--- config.mk ---
export PLATFORM = sky130hd
export DESIGN_NAME = rgb_to_hsv_converter
export DESIGN_NICKNAME = d
export VERILOG_FILES = /design/src/hsv_pkg.sv /design/src/hsv_sort.sv /design/src/hsv_div.sv /design/src/hsv_ctrl.sv /design/src/rgb_to_hsv_converter.sv
export VERILOG_INCLUDE_DIRS = /design/src /design/src/src
export SDC_FILE = /design/constraint.sdc
export NUM_CORES = 2
export LEC_CHECK = 0
export ABC_AREA = 1
export CORE_UTILIZATION = 36
export DETAILED_ROUTE_END_ITERATION = 10
export DONT_BUFFER_PORTS = 1
export MAX_ROUTING_LAYER = met4
export SYNTH_ARGS = -nofsm -noshare
export SYNTH_HDL_FRONTEND = slang
export SYNTH_SLANG_ARGS = --single-unit
--- constraint.sdc ---
create_clock -name clk -period 6.15 [get_ports clk]
set_input_delay 0.3075 -clock clk [delete_from_list [all_inputs] [get_ports clk]]
set_output_delay 0.3075 -clock clk [all_outputs]
set_load 0.03 [all_outputs]
--- src/assert_macros.svh ---
// Assertion macros shared by the converter's RTL files.
// Each macro expects signals named clk and rst_n in the enclosing module.
`ifndef ASSERT_MACROS_SVH
`define ASSERT_MACROS_SVH

// Same-cycle implication, checked outside reset.
`define HSV_ASSERT_IMP(lbl, ante, cons, msg) \
  lbl: assert property (@(posedge clk) disable iff (!rst_n) (ante) |-> (cons)) \
    else $error(msg);

// Next-cycle implication, checked outside reset.
`define HSV_ASSERT_NXT(lbl, ante, cons, msg) \
  lbl: assert property (@(posedge clk) disable iff (!rst_n) (ante) |=> (cons)) \
    else $error(msg);

`endif

--- src/hsv_pkg.sv ---
// Shared widths, constants, stage map and types for the RGB to HSV converter.
// Used by every module of the block; depends on nothing.
package hsv_pkg;

  // Field widths.
  localparam int CH_W   = 8;   // colour channel
  localparam int HUE_W  = 9;   // hue in degrees
  localparam int PCT_W  = 7;   // percentages
  localparam int QUO_W  = 16;  // wide quotient of the hue divisions
  localparam int PROD_W = 23;  // mid * 25500
  localparam int Y_W    = 15;  // 255 * (100 - s)
  localparam int T_W    = 6;   // hue offset inside a sextant, 0..60

  // Scale constants.
  localparam logic [PCT_W-1:0] PCT_FULL   = 7'd100;
  localparam logic [T_W-1:0]   SEXT_DEG   = 6'd60;
  localparam logic [HUE_W:0]   HUE_WRAP   = 10'd360;
  localparam logic [Y_W-1:0]   HUE_SCALE  = 15'd25500;
  localparam logic [QUO_W-1:0] CH_MAX     = 16'd255;

  // Sextant bases in degrees.
  localparam logic [HUE_W-1:0] BASE_RED_GRN  = 9'd0;
  localparam logic [HUE_W-1:0] BASE_GRN_RED  = 9'd60;
  localparam logic [HUE_W-1:0] BASE_GRN_BLU  = 9'd120;
  localparam logic [HUE_W-1:0] BASE_BLU_GRN  = 9'd180;
  localparam logic [HUE_W-1:0] BASE_BLU_RED  = 9'd240;
  localparam logic [HUE_W-1:0] BASE_RED_BLU  = 9'd300;

  // Quotient bits resolved per divider stage.
  localparam int DIV_STEPS = 2;

  // Pipeline stage map.
  localparam int ST_SORT    = 0;
  localparam int ST_PREP    = 1;
  localparam int ST_DIV_A   = 2;
  localparam int ST_SAT     = ST_DIV_A + CH_W / DIV_STEPS;
  localparam int ST_SCALE   = ST_SAT + 1;
  localparam int ST_DIFF    = ST_DIV_A + QUO_W / DIV_STEPS;
  localparam int ST_DIV3    = ST_DIFF + 1;
  localparam int ST_HUE_T   = ST_DIV3 + QUO_W / DIV_STEPS;
  localparam int ST_OUT     = ST_HUE_T + 1;
  localparam int NUM_STAGES = ST_OUT + 1;

  // Result of the channel sort.
  typedef struct packed {
    logic [CH_W-1:0]  mx;
    logic [CH_W-1:0]  md;
    logic [CH_W-1:0]  mn;
    logic [HUE_W-1:0] base;
    logic             rev;
  } hsv_sort_t;

  // Per-pixel data that rides alongside the dividers.
  typedef struct packed {
    logic [HUE_W-1:0] base;
    logic             rev;
    logic             grey;
    logic             flat;
    logic [CH_W-1:0]  mx;
    logic [PCT_W-1:0] v;
    logic [PCT_W-1:0] s;
    logic [Y_W-1:0]   y;
  } hsv_side_t;

  // Stage controls from the pipeline controller.
  typedef struct packed {
    logic [NUM_STAGES-1:0] load;
    logic [NUM_STAGES-1:0] valid;
  } hsv_pipe_t;

  // Floor of n / 255 without a divider; exact for n up to 65534.
  function automatic logic [8:0] div255(input logic [15:0] n);
    logic [16:0] sum;
    sum = {1'b0, n} + {9'd0, n[15:8]} + 17'd1;
    return sum[16:8];
  endfunction

  // 100 * c for an 8-bit value, as shifts and adds.
  function automatic logic [15:0] times100(input logic [CH_W-1:0] c);
    return {2'b00, c, 6'd0} + {3'b000, c, 5'd0} + {6'd0, c, 2'd0};
  endfunction

endpackage

--- src/hsv_sort.sv ---
// Stage 0 of the converter: orders the channels and picks the sextant.
// Depends on hsv_pkg and assert_macros.svh.
module hsv_sort (
  input  logic                   clk,
  input  logic                   rst_n,
  input  logic                   en,
  input  logic [hsv_pkg::CH_W-1:0] red,
  input  logic [hsv_pkg::CH_W-1:0] green,
  input  logic [hsv_pkg::CH_W-1:0] blue,
  output hsv_pkg::hsv_sort_t     sorted
);
  import hsv_pkg::*;

`include "assert_macros.svh"

  hsv_sort_t sort_r, sort_nxt;

  // Largest channel first, then the order of the other two.
  always_comb begin
    sort_nxt = '0;
    priority if (red >= green && red >= blue) begin
      sort_nxt.mx = red;
      if (blue > green) begin
        sort_nxt.base = BASE_RED_BLU;
        sort_nxt.md   = blue;
        sort_nxt.mn   = green;
        sort_nxt.rev  = 1'b1;
      end else begin
        sort_nxt.base = BASE_RED_GRN;
        sort_nxt.md   = green;
        sort_nxt.mn   = blue;
        sort_nxt.rev  = 1'b0;
      end
    end else if (green >= red && green >= blue) begin
      sort_nxt.mx = green;
      if (red > blue) begin
        sort_nxt.base = BASE_GRN_RED;
        sort_nxt.md   = red;
        sort_nxt.mn   = blue;
        sort_nxt.rev  = 1'b1;
      end else begin
        sort_nxt.base = BASE_GRN_BLU;
        sort_nxt.md   = blue;
        sort_nxt.mn   = red;
        sort_nxt.rev  = 1'b0;
      end
    end else begin
      sort_nxt.mx = blue;
      if (green > red) begin
        sort_nxt.base = BASE_BLU_GRN;
        sort_nxt.md   = green;
        sort_nxt.mn   = red;
        sort_nxt.rev  = 1'b1;
      end else begin
        sort_nxt.base = BASE_BLU_RED;
        sort_nxt.md   = red;
        sort_nxt.mn   = green;
        sort_nxt.rev  = 1'b0;
      end
    end
  end

  // Stage register.
  always_ff @(posedge clk) begin
    if (en) begin
      sort_r <= sort_nxt;
    end
  end

  assign sorted = sort_r;

  // The sorted triple must be in descending order.
  `HSV_ASSERT_NXT(a_sort_order, en, sort_r.mx >= sort_r.md && sort_r.md >= sort_r.mn, "channel sort out of order")

endmodule

--- src/hsv_div.sv ---
// Pipelined restoring divider, two quotient bits per register stage.
// Depends on hsv_pkg. The high dividend part must be below the divisor.
module hsv_div #(
  parameter int LoW = hsv_pkg::QUO_W
) (
  input  logic                              clk,
  input  logic [LoW/hsv_pkg::DIV_STEPS-1:0] en,
  input  logic [hsv_pkg::CH_W-1:0]          num_hi,
  input  logic [LoW-1:0]                    num_lo,
  input  logic [hsv_pkg::CH_W-1:0]          den,
  output logic [LoW-1:0]                    quo
);
  import hsv_pkg::*;

  localparam int NumStg = LoW / DIV_STEPS;

  logic [CH_W-1:0] rem_r    [NumStg];
  logic [LoW-1:0]  work_r   [NumStg];
  logic [CH_W-1:0] den_r    [NumStg];
  logic [CH_W-1:0] rem_nxt  [NumStg];
  logic [LoW-1:0]  work_nxt [NumStg];
  logic [CH_W-1:0] den_nxt  [NumStg];

  // Each stage shifts in dividend bits and trial-subtracts the divisor.
  // Quotient bits enter the work word from the bottom as dividend bits leave the top.
  always_comb begin
    logic [CH_W-1:0] rem_v;
    logic [LoW-1:0]  work_v;
    logic [CH_W-1:0] den_v;
    logic [CH_W:0]   trial;
    logic            bit_v;
    for (int i = 0; i < NumStg; i++) begin
      if (i == 0) begin
        rem_v  = num_hi;
        work_v = num_lo;
        den_v  = den;
      end else begin
        rem_v  = rem_r[i-1];
        work_v = work_r[i-1];
        den_v  = den_r[i-1];
      end
      for (int j = 0; j < DIV_STEPS; j++) begin
        trial = {rem_v, work_v[LoW-1]};
        if (trial >= {1'b0, den_v}) begin
          trial = trial - {1'b0, den_v};
          bit_v = 1'b1;
        end else begin
          bit_v = 1'b0;
        end
        rem_v  = trial[CH_W-1:0];
        work_v = {work_v[LoW-2:0], bit_v};
      end
      rem_nxt[i]  = rem_v;
      work_nxt[i] = work_v;
      den_nxt[i]  = den_v;
    end
  end

  // Stage registers, each loaded on its own enable.
  always_ff @(posedge clk) begin
    for (int i = 0; i < NumStg; i++) begin
      if (en[i]) begin
        rem_r[i]  <= rem_nxt[i];
        work_r[i] <= work_nxt[i];
        den_r[i]  <= den_nxt[i];
      end
    end
  end

  assign quo = work_r[NumStg-1];

endmodule

--- src/hsv_ctrl.sv ---
// Valid and load control for the converter pipeline, with bubble collapsing.
// Depends on hsv_pkg and assert_macros.svh.
module hsv_ctrl (
  input  logic               clk,
  input  logic               rst_n,
  input  logic               in_valid,
  input  logic               out_stall,
  output logic               in_stall,
  output hsv_pkg::hsv_pipe_t pipe
);
  import hsv_pkg::*;

`include "assert_macros.svh"

  logic [NUM_STAGES-1:0] vld_r, vld_nxt;
  logic [NUM_STAGES-1:0] ready;

  // A stage may load when it is empty or when everything after it can move.
  for (genvar g = 0; g < NUM_STAGES; g++) begin : g_ready
    assign ready[g] = !out_stall || !(&vld_r[NUM_STAGES-1:g]);
  end

  // Valid bits follow their data.
  always_comb begin
    for (int k = 0; k < NUM_STAGES; k++) begin
      if (!ready[k]) begin
        vld_nxt[k] = vld_r[k];
      end else if (k == 0) begin
        vld_nxt[k] = in_valid;
      end else begin
        vld_nxt[k] = vld_r[k-1];
      end
    end
  end

  always_ff @(posedge clk) begin
    if (!rst_n) begin
      vld_r <= '0;
    end else begin
      vld_r <= vld_nxt;
    end
  end

  assign in_stall   = !ready[0];
  assign pipe.load  = ready;
  assign pipe.valid = vld_r;

  // Without a beat on either side the number of pixels in flight is unchanged.
  `HSV_ASSERT_NXT(a_ctrl_conserve, !(in_valid && !in_stall) && !(vld_r[NUM_STAGES-1] && !out_stall), $countones(vld_r) == $past($countones(vld_r)), "pixel lost or duplicated in pipeline")
  // The input is held off only when every stage is occupied.
  `HSV_ASSERT_IMP(a_ctrl_full, in_stall, &vld_r, "input stalled while a stage is empty")

endmodule

--- src/rgb_to_hsv_converter.sv ---
// RGB to HSV converter top level. Throughput: one pixel per clock while out_stall is low;
// every stage, each divider step included, takes a new pixel.
// Dividers run as pipelines: min/max (4 stages), mid/max (8 stages), then term/sat (8 stages).
// Reset: rst_n is synchronous and active low; it clears only the stage valid bits.
// No clearing pass is needed, so the block takes pixels as soon as reset is released.
// Depends on hsv_pkg, hsv_sort, hsv_div, hsv_ctrl and assert_macros.svh.
module rgb_to_hsv_converter (
  input  logic                      clk,
  input  logic                      rst_n,
  input  logic                      in_valid,
  output logic                      in_stall,
  input  logic [hsv_pkg::CH_W-1:0]  in_red,
  input  logic [hsv_pkg::CH_W-1:0]  in_green,
  input  logic [hsv_pkg::CH_W-1:0]  in_blue,
  output logic                      out_valid,
  input  logic                      out_stall,
  output logic [hsv_pkg::HUE_W-1:0] out_hue,
  output logic [hsv_pkg::PCT_W-1:0] out_saturation,
  output logic [hsv_pkg::PCT_W-1:0] out_brightness
);
  import hsv_pkg::*;

`include "assert_macros.svh"

  hsv_pipe_t pipe;
  hsv_sort_t sorted;

  hsv_side_t           side_r   [ST_PREP:ST_HUE_T];
  hsv_side_t           side_nxt [ST_PREP:ST_HUE_T];
  logic [PROD_W-1:0]   prod_r;
  logic [QUO_W-1:0]    minsc_r;
  logic [QUO_W-1:0]    term_r;
  logic [T_W-1:0]      toff_r;
  logic [CH_W-1:0]     scaled;
  logic [QUO_W-1:0]    xq;
  logic [QUO_W-1:0]    tq;
  logic [PCT_W-1:0]    diff;
  logic [15:0]         sat_num;
  logic [15:0]         toff_num;
  logic [T_W-1:0]      toff_full;
  logic [HUE_W:0]      hue_sum;
  logic [HUE_W-1:0]    hue_nxt;
  logic                out_in_range;

  // Pipeline control.
  hsv_ctrl u_ctrl (
    .clk       (clk),
    .rst_n     (rst_n),
    .in_valid  (in_valid),
    .out_stall (out_stall),
    .in_stall  (in_stall),
    .pipe      (pipe)
  );

  // Stage 0: channel sort.
  hsv_sort u_sort (
    .clk    (clk),
    .rst_n  (rst_n),
    .en     (pipe.load[ST_SORT]),
    .red    (in_red),
    .green  (in_green),
    .blue   (in_blue),
    .sorted (sorted)
  );

  // Stage 1: numerators for both divisions; brightness from the maximum.
  always_ff @(posedge clk) begin
    if (pipe.load[ST_PREP]) begin
      prod_r  <= PROD_W'({15'd0, sorted.md} * {8'd0, HUE_SCALE});
      minsc_r <= {sorted.mn, 8'd0} - {8'd0, sorted.mn};
    end
  end

  // min * 255 / max, giving the saturation ratio.
  hsv_div #(.LoW(CH_W)) u_div_sat (
    .clk    (clk),
    .en     (pipe.load[ST_DIV_A +: CH_W/DIV_STEPS]),
    .num_hi (minsc_r[QUO_W-1:CH_W]),
    .num_lo (minsc_r[CH_W-1:0]),
    .den    (side_r[ST_PREP].mx),
    .quo    (scaled)
  );

  // mid * 25500 / max.
  hsv_div #(.LoW(QUO_W)) u_div_mid (
    .clk    (clk),
    .en     (pipe.load[ST_DIV_A +: QUO_W/DIV_STEPS]),
    .num_hi ({1'b0, prod_r[PROD_W-1:QUO_W]}),
    .num_lo (prod_r[QUO_W-1:0]),
    .den    (side_r[ST_PREP].mx),
    .quo    (xq)
  );

  // Hue term divided by saturation.
  hsv_div #(.LoW(QUO_W)) u_div_hue (
    .clk    (clk),
    .en     (pipe.load[ST_DIV3 +: QUO_W/DIV_STEPS]),
    .num_hi ('0),
    .num_lo (term_r),
    .den    ({1'b0, side_r[ST_DIFF].s}),
    .quo    (tq)
  );

  // Saturation and its complement term.
  assign sat_num = times100(scaled);
  assign diff    = PCT_FULL - side_r[ST_SAT].s;

  // Side data moves stage by stage and is filled in where it becomes known.
  always_comb begin
    side_nxt[ST_PREP].base = sorted.base;
    side_nxt[ST_PREP].rev  = sorted.rev;
    side_nxt[ST_PREP].grey = (sorted.mx == sorted.mn);
    side_nxt[ST_PREP].flat = (sorted.md == sorted.mn);
    side_nxt[ST_PREP].mx   = sorted.mx;
    side_nxt[ST_PREP].v    = PCT_W'(div255(times100(sorted.mx)));
    side_nxt[ST_PREP].s    = '0;
    side_nxt[ST_PREP].y    = '0;
    for (int k = ST_PREP + 1; k <= ST_HUE_T; k++) begin
      side_nxt[k] = side_r[k-1];
    end
    if (side_r[ST_SAT-1].grey) begin
      side_nxt[ST_SAT].s = '0;
    end else begin
      side_nxt[ST_SAT].s = PCT_FULL - PCT_W'(div255(sat_num));
    end
    side_nxt[ST_SCALE].y = {diff, 8'd0} - {8'd0, diff};
  end

  always_ff @(posedge clk) begin
    for (int k = ST_PREP; k <= ST_HUE_T; k++) begin
      if (pipe.load[k]) begin
        side_r[k] <= side_nxt[k];
      end
    end
  end

  // Stage 10: hue term numerator, floored at zero.
  always_ff @(posedge clk) begin
    if (pipe.load[ST_DIFF]) begin
      if (xq > {1'b0, side_r[ST_DIFF-1].y}) begin
        term_r <= xq - {1'b0, side_r[ST_DIFF-1].y};
      end else begin
        term_r <= '0;
      end
    end
  end

  // Stage 19: scale to degrees by 60/255; a quotient of 255 or more saturates at 60.
  assign toff_num  = {2'b00, tq[CH_W-1:0], 6'd0} - {6'd0, tq[CH_W-1:0], 2'd0};
  assign toff_full = T_W'(div255(toff_num));

  always_ff @(posedge clk) begin
    if (pipe.load[ST_HUE_T]) begin
      if (tq >= CH_MAX) begin
        toff_r <= SEXT_DEG;
      end else begin
        toff_r <= toff_full;
      end
    end
  end

  // Final hue: base plus offset, or base + 60 minus offset in the reversed sextants.
  always_comb begin
    if (side_r[ST_HUE_T].rev) begin
      hue_sum = {1'b0, side_r[ST_HUE_T].base} + {4'd0, SEXT_DEG} - {4'd0, toff_r};
    end else begin
      hue_sum = {1'b0, side_r[ST_HUE_T].base} + {4'd0, toff_r};
    end
    if (side_r[ST_HUE_T].grey) begin
      hue_nxt = '0;
    end else if (side_r[ST_HUE_T].flat || side_r[ST_HUE_T].s == '0) begin
      hue_nxt = side_r[ST_HUE_T].base;
    end else if (hue_sum >= HUE_WRAP) begin
      hue_nxt = HUE_W'(hue_sum - HUE_WRAP);
    end else begin
      hue_nxt = hue_sum[HUE_W-1:0];
    end
  end

  // Output register.
  always_ff @(posedge clk) begin
    if (pipe.load[ST_OUT]) begin
      out_hue        <= hue_nxt;
      out_saturation <= side_r[ST_HUE_T].s;
      out_brightness <= side_r[ST_HUE_T].v;
    end
  end

  assign out_valid = pipe.valid[ST_OUT];

  // Range of the held result.
  assign out_in_range = ({1'b0, out_hue} < HUE_WRAP) && (out_saturation <= PCT_FULL) &&
                        (out_brightness <= PCT_FULL);

  // Every delivered pixel lies inside the HSV ranges.
  `HSV_ASSERT_IMP(a_top_range, out_valid, out_in_range, "HSV result out of range")

endmodule

==> summary by stage <==
Run status
The flow ran to the end, and the final reports show no timing, DRC or antenna violations.

Worst setup path
STA classifies the critical path endpoint as a register. The endpoint required time on the critical path is 6.56 ns. On the worst path, the slowest cell contributes a delay of 0.61 ns.

The start-to-end type of the worst setup path is reg -> reg. The origin of the worst setup path is u_div_mid.den_r[1][1]$_DFFE_PP_. The critical path arrival is 5.10 ns. The most frequent cell on the critical path is nand2_1. STA classifies the critical path startpoint as a register. The reg-to-reg critical path startpoint is u_div_mid.den_r[1][1]$_DFFE_PP_. In this run the worst path has a maximum fanout of 14. The signal on the critical path passes through inv_1, ha_1, nand2_1, o21ai_1, a221oi_2, nor2_1, nor2_1, inv_1, nand2_1, nand2_1, ha_1, a21oi_1, nand2_1, nand2_1, o311ai_0, nand2_1, o211ai_1, nor2_1, o21ai_0. The slowest cell on the critical path is nor2_1.

Global routing
The first global-routing pass estimated 177000 um of wire. The initial antenna violation count was 2. The overflow left after global routing is 0.

In the global route stage, overall resource usage came out at 0.149. The pin count of the biggest net entering global routing is 63. The number of global-route vias before repair was 33959.

Timing
For the finished layout, the period the worst path requires is 4.69 ns. The number of endpoints with negative hold slack in the final report is 0. The final max-slew violation count is 0.

The number of endpoints failing setup at the final stage is 0. The portion of the clock cycle consumed by the worst path in the final layout is 0.762. Static timing analysis puts the maximum clock frequency at 213 MHz. Setup repair after global routing left no endpoint under its margin. The total negative slack for setup checks is 0 ns. The worst slew slack as a fraction of its limit is 0.279. The worst-margin pin slew is 1.08 ns. The worst clock skew on the final layout is 0.0593 ns.

Routing
In the routed design, unresolved DRC markers number 0. The antenna violation net count after detailed routing is 0. After detailed routing, the total wire length is 111000 um.

The number of detailed-route iterations in the first pass is 5. The first routing iteration left 2021 violations. The via count is 34270. The routed length per instance is 15.5 um. Using the TritonRoute via totals, the vias-per-cell ratio works out to 4.78.

Yosys
The number of standard cells after synthesis is 4942. The area share of the largest cell type after synthesis is 0.566. The share of the synthesized area in compound gates (AO/OA/AOI/OAI) is 0.0784. The mean instance size in the synthesized netlist is 11.1 um2. The adder-cell share of the synthesized area is 0.130.

The basic-gate share of the synthesized area counting and, or, nand and nor cells is 0.126. Of the total synthesized cell area, the portion taken by XOR and XNOR cells is 0.0392. After synthesis the netlist holds a flip-flop and latch count of 1052. The main flop type after synthesis is edfxtp_1. The net count of the mapped netlist is 5496. The share of cell area taken by muxes after synthesis is 0.00123. In this run, distinct cell masters in the synthesized netlist total 64. The dominant combinational cell family by area after synthesis is adder cells. During synthesis, Yosys emitted a total of 0 warnings. The most area-hungry cell type in the Yosys netlist is edfxtp_1. The area of the mapped netlist is 54700 um2. The sequential fraction of the synthesis area is 0.573.

Yosys attributes the largest share of cell area to edfxtp_1, ha_1, nand2_1, inv_1, a21oi_1. Counting flops with an async set or reset pin after synthesis yields a share of 0. The count of flip-flops with a built-in enable after synthesis is 1031.

Layout
The final cell utilization of the core is 0.408. The area added between synthesis and finish is 12.1%. The final net count is 5619.

The share of final-layout standard cells stronger than drive strength 1 is 0.0524. Fill cells in the final layout number 14247.

Clock tree
The source-to-sink clock delay at the later pin of the worst-skew pair is 0.72 ns. Once the clock tree was built, the setup fixing pass inserted 0 buffers. The number of buffers on the longest clock path is 3. The clock tree from TritonCTS is yes. Clock tree synthesis inserted a total of 109 buffers. CTS built an H-tree with a depth of 3. The clock tree root driver cell is clkbuf_16. The quantity of gates resized following cts is 0. Clock-pin slew was measured on the worst setup and hold paths at 0.06 ns. The tree built by TritonCTS fans out to 1052 sinks.

Run
The count of maximum capacitance violations is 0.

Floorplan
Measured along the x axis, the die boundary spans 392 um. The die covers 154000 um2. The count of standard-cell rows is 142.

The number of top-level pins is 53. For this configuration, the core starts out at a cell density of 0.364. The floorplan step set the die height to 392 um.

The core area is 150000 um2.

Placement
Detailed placement finished with a half-perimeter wire length of 83200 um. The routability congestion estimate is 0.886. The number of port buffers is 0.

Worst hold path
The type of the most critical hold path is in -> reg. The startpoint of the most critical hold path is rst_n.
[sequential cells by signal, summed over array words and instances (netlist names), 31 cells and up]
| signal | flops |
|---|---|
| u_div_sat.work_r | 32 |
| u_div_mid.work_r | 114 |
| side_r | 417 |
| u_div_mid.rem_r | 56 |
| u_div_mid.den_r | 42 |
| u_div_hue.work_r | 128 |
| u_div_hue.den_r | 42 |
| u_sort.sorted | 31 |
| u_div_hue.rem_r | 56 |
[layer usage]
layer	global-route usage	vias up	wire, um
li1	-	17449	-
met4	0.0558	0	4150
met2	0.254	604	54500
met3	0.0240	224	4000
met5	-	-	0
met1	0.178	15993	48500
[worst max-delay path, delay by kind of cell (launching register included)]
| kind | cells | cell delay, ns |
|---|---|---|
| DFF | 1 | 0.41 |
| buffers and inverters | 2 | 0.56 |
| AOI/OAI and AO/OA | 6 | 0.99 |
| adders and majority gates | 2 | 0.66 |
| and+or+nand+nor | 9 | 1.78 |
[cell usage after synthesis (4+ instances only)]
cell type / n
edfxtp_1: 1031
nand2_1: 881
inv_1: 689
ha_1: 456
a21oi_1: 337
nor2_1: 291
o21ai_0: 241
nand3_1: 210
xor2_1: 158
xnor2_1: 87
nand4_1: 73
fa_1: 70
nor3_1: 56
buf_2: 35
or2_2: 30
a21o_1: 27
o211ai_1: 25
dfxtp_1: 21
o21ai_1: 21
clkbuf_1: 15
o21a_1: 15
a22oi_1: 11
nand3b_1: 11
o21bai_1: 11
o221ai_1: 11
a31oi_1: 10
nor4_1: 10
a211oi_1: 8
a221oi_1: 8
nor2_2: 7
and2_1: 6
inv_2: 6
mux2_2: 6
o311ai_0: 6
o31ai_1: 6
a41oi_1: 5
a21boi_0: 4
nor2_4: 4
or3_1: 4
[final cells by class]
type                       instances  area (um2)  area share
timing repair buffer              63         576     0.00938
inverter                         697        2620      0.0426
multi-input combinational       3142       20500       0.335
clock inverter                    75         925      0.0151
tap                             2016        2520      0.0411
antenna                            1        2.50   0.0000408
clock buffer                     127        2800      0.0456
sequential                      1052       31400       0.512
[repair_timing]
item / 4_1_cts / 5_1_grt
endpoints found under the setup margin: 0 / 0
hold endpoints to repair: 26 / 0
hold buffers: 41 / 0
[through the flow]
step	area (um2)	instances	worst slack (ns)	hold WS, ns
after floorplan	54700	4942	0.489	0.400
after global placement	57200	6929	1.59	0.400
after detailed placement	57200	6929	1.53	0.405
after CTS	61300	7172	1.36	0.0230
after global routing	61300	7173	0.920	0.0551
final	61300	7173	1.46	0.0928
[path summary, 6_finish.rpt]
check                                      endpoint  slack (ns)  depth (start not counted)
hold reg to reg   u_div_mid.work_r[0][29]$_DFFE_PP_        0.38                          0
setup reg to reg    u_div_sat.rem_r[2][6]$_DFFE_PP_        1.46                         19
setup / recovery    u_div_sat.rem_r[2][6]$_DFFE_PP_        1.46                         19
hold / removal         u_ctrl.vld_r[7]$_SDFFE_PN0P_        0.09                          2
[logic make-up (layout without fill, tap and decap cells)]
family,Yosys count,in the layout
AOI/OAI and AO/OA,764,764
xor gates and xnor gates,245,245
adders and majority gates,526,526
buffers and inverters,748,962
DFF,1052,1052
muxes,6,6
other,0,1
and+or+nand+nor,1601,1601
[placed cells by master, fill, tap and decap left out, drive strengths merged, types with 15 or more instances in the layout]
| cell | count |
|---|---|
| edfxtp | 1031 |
| nand2 | 886 |
| inv | 699 |
| ha | 456 |
| a21oi | 339 |
| nor2 | 303 |
| o21ai | 265 |
| nand3 | 214 |
| xor2 | 158 |
| clkbuf | 127 |
| xnor2 | 87 |
| nand4 | 74 |
| fa | 70 |
| nor3 | 57 |
| clkinv | 52 |
| dlygate4sd3 | 41 |
| or2 | 30 |
| a21o | 27 |
| o211ai | 25 |
| buf | 22 |
| dfxtp | 21 |
| bufinv | 17 |
| o21a | 15 |
Power is left out: the tool's default activity adds up to more than one toggle a clock period on the data nets, which glitch-free logic cannot reach.
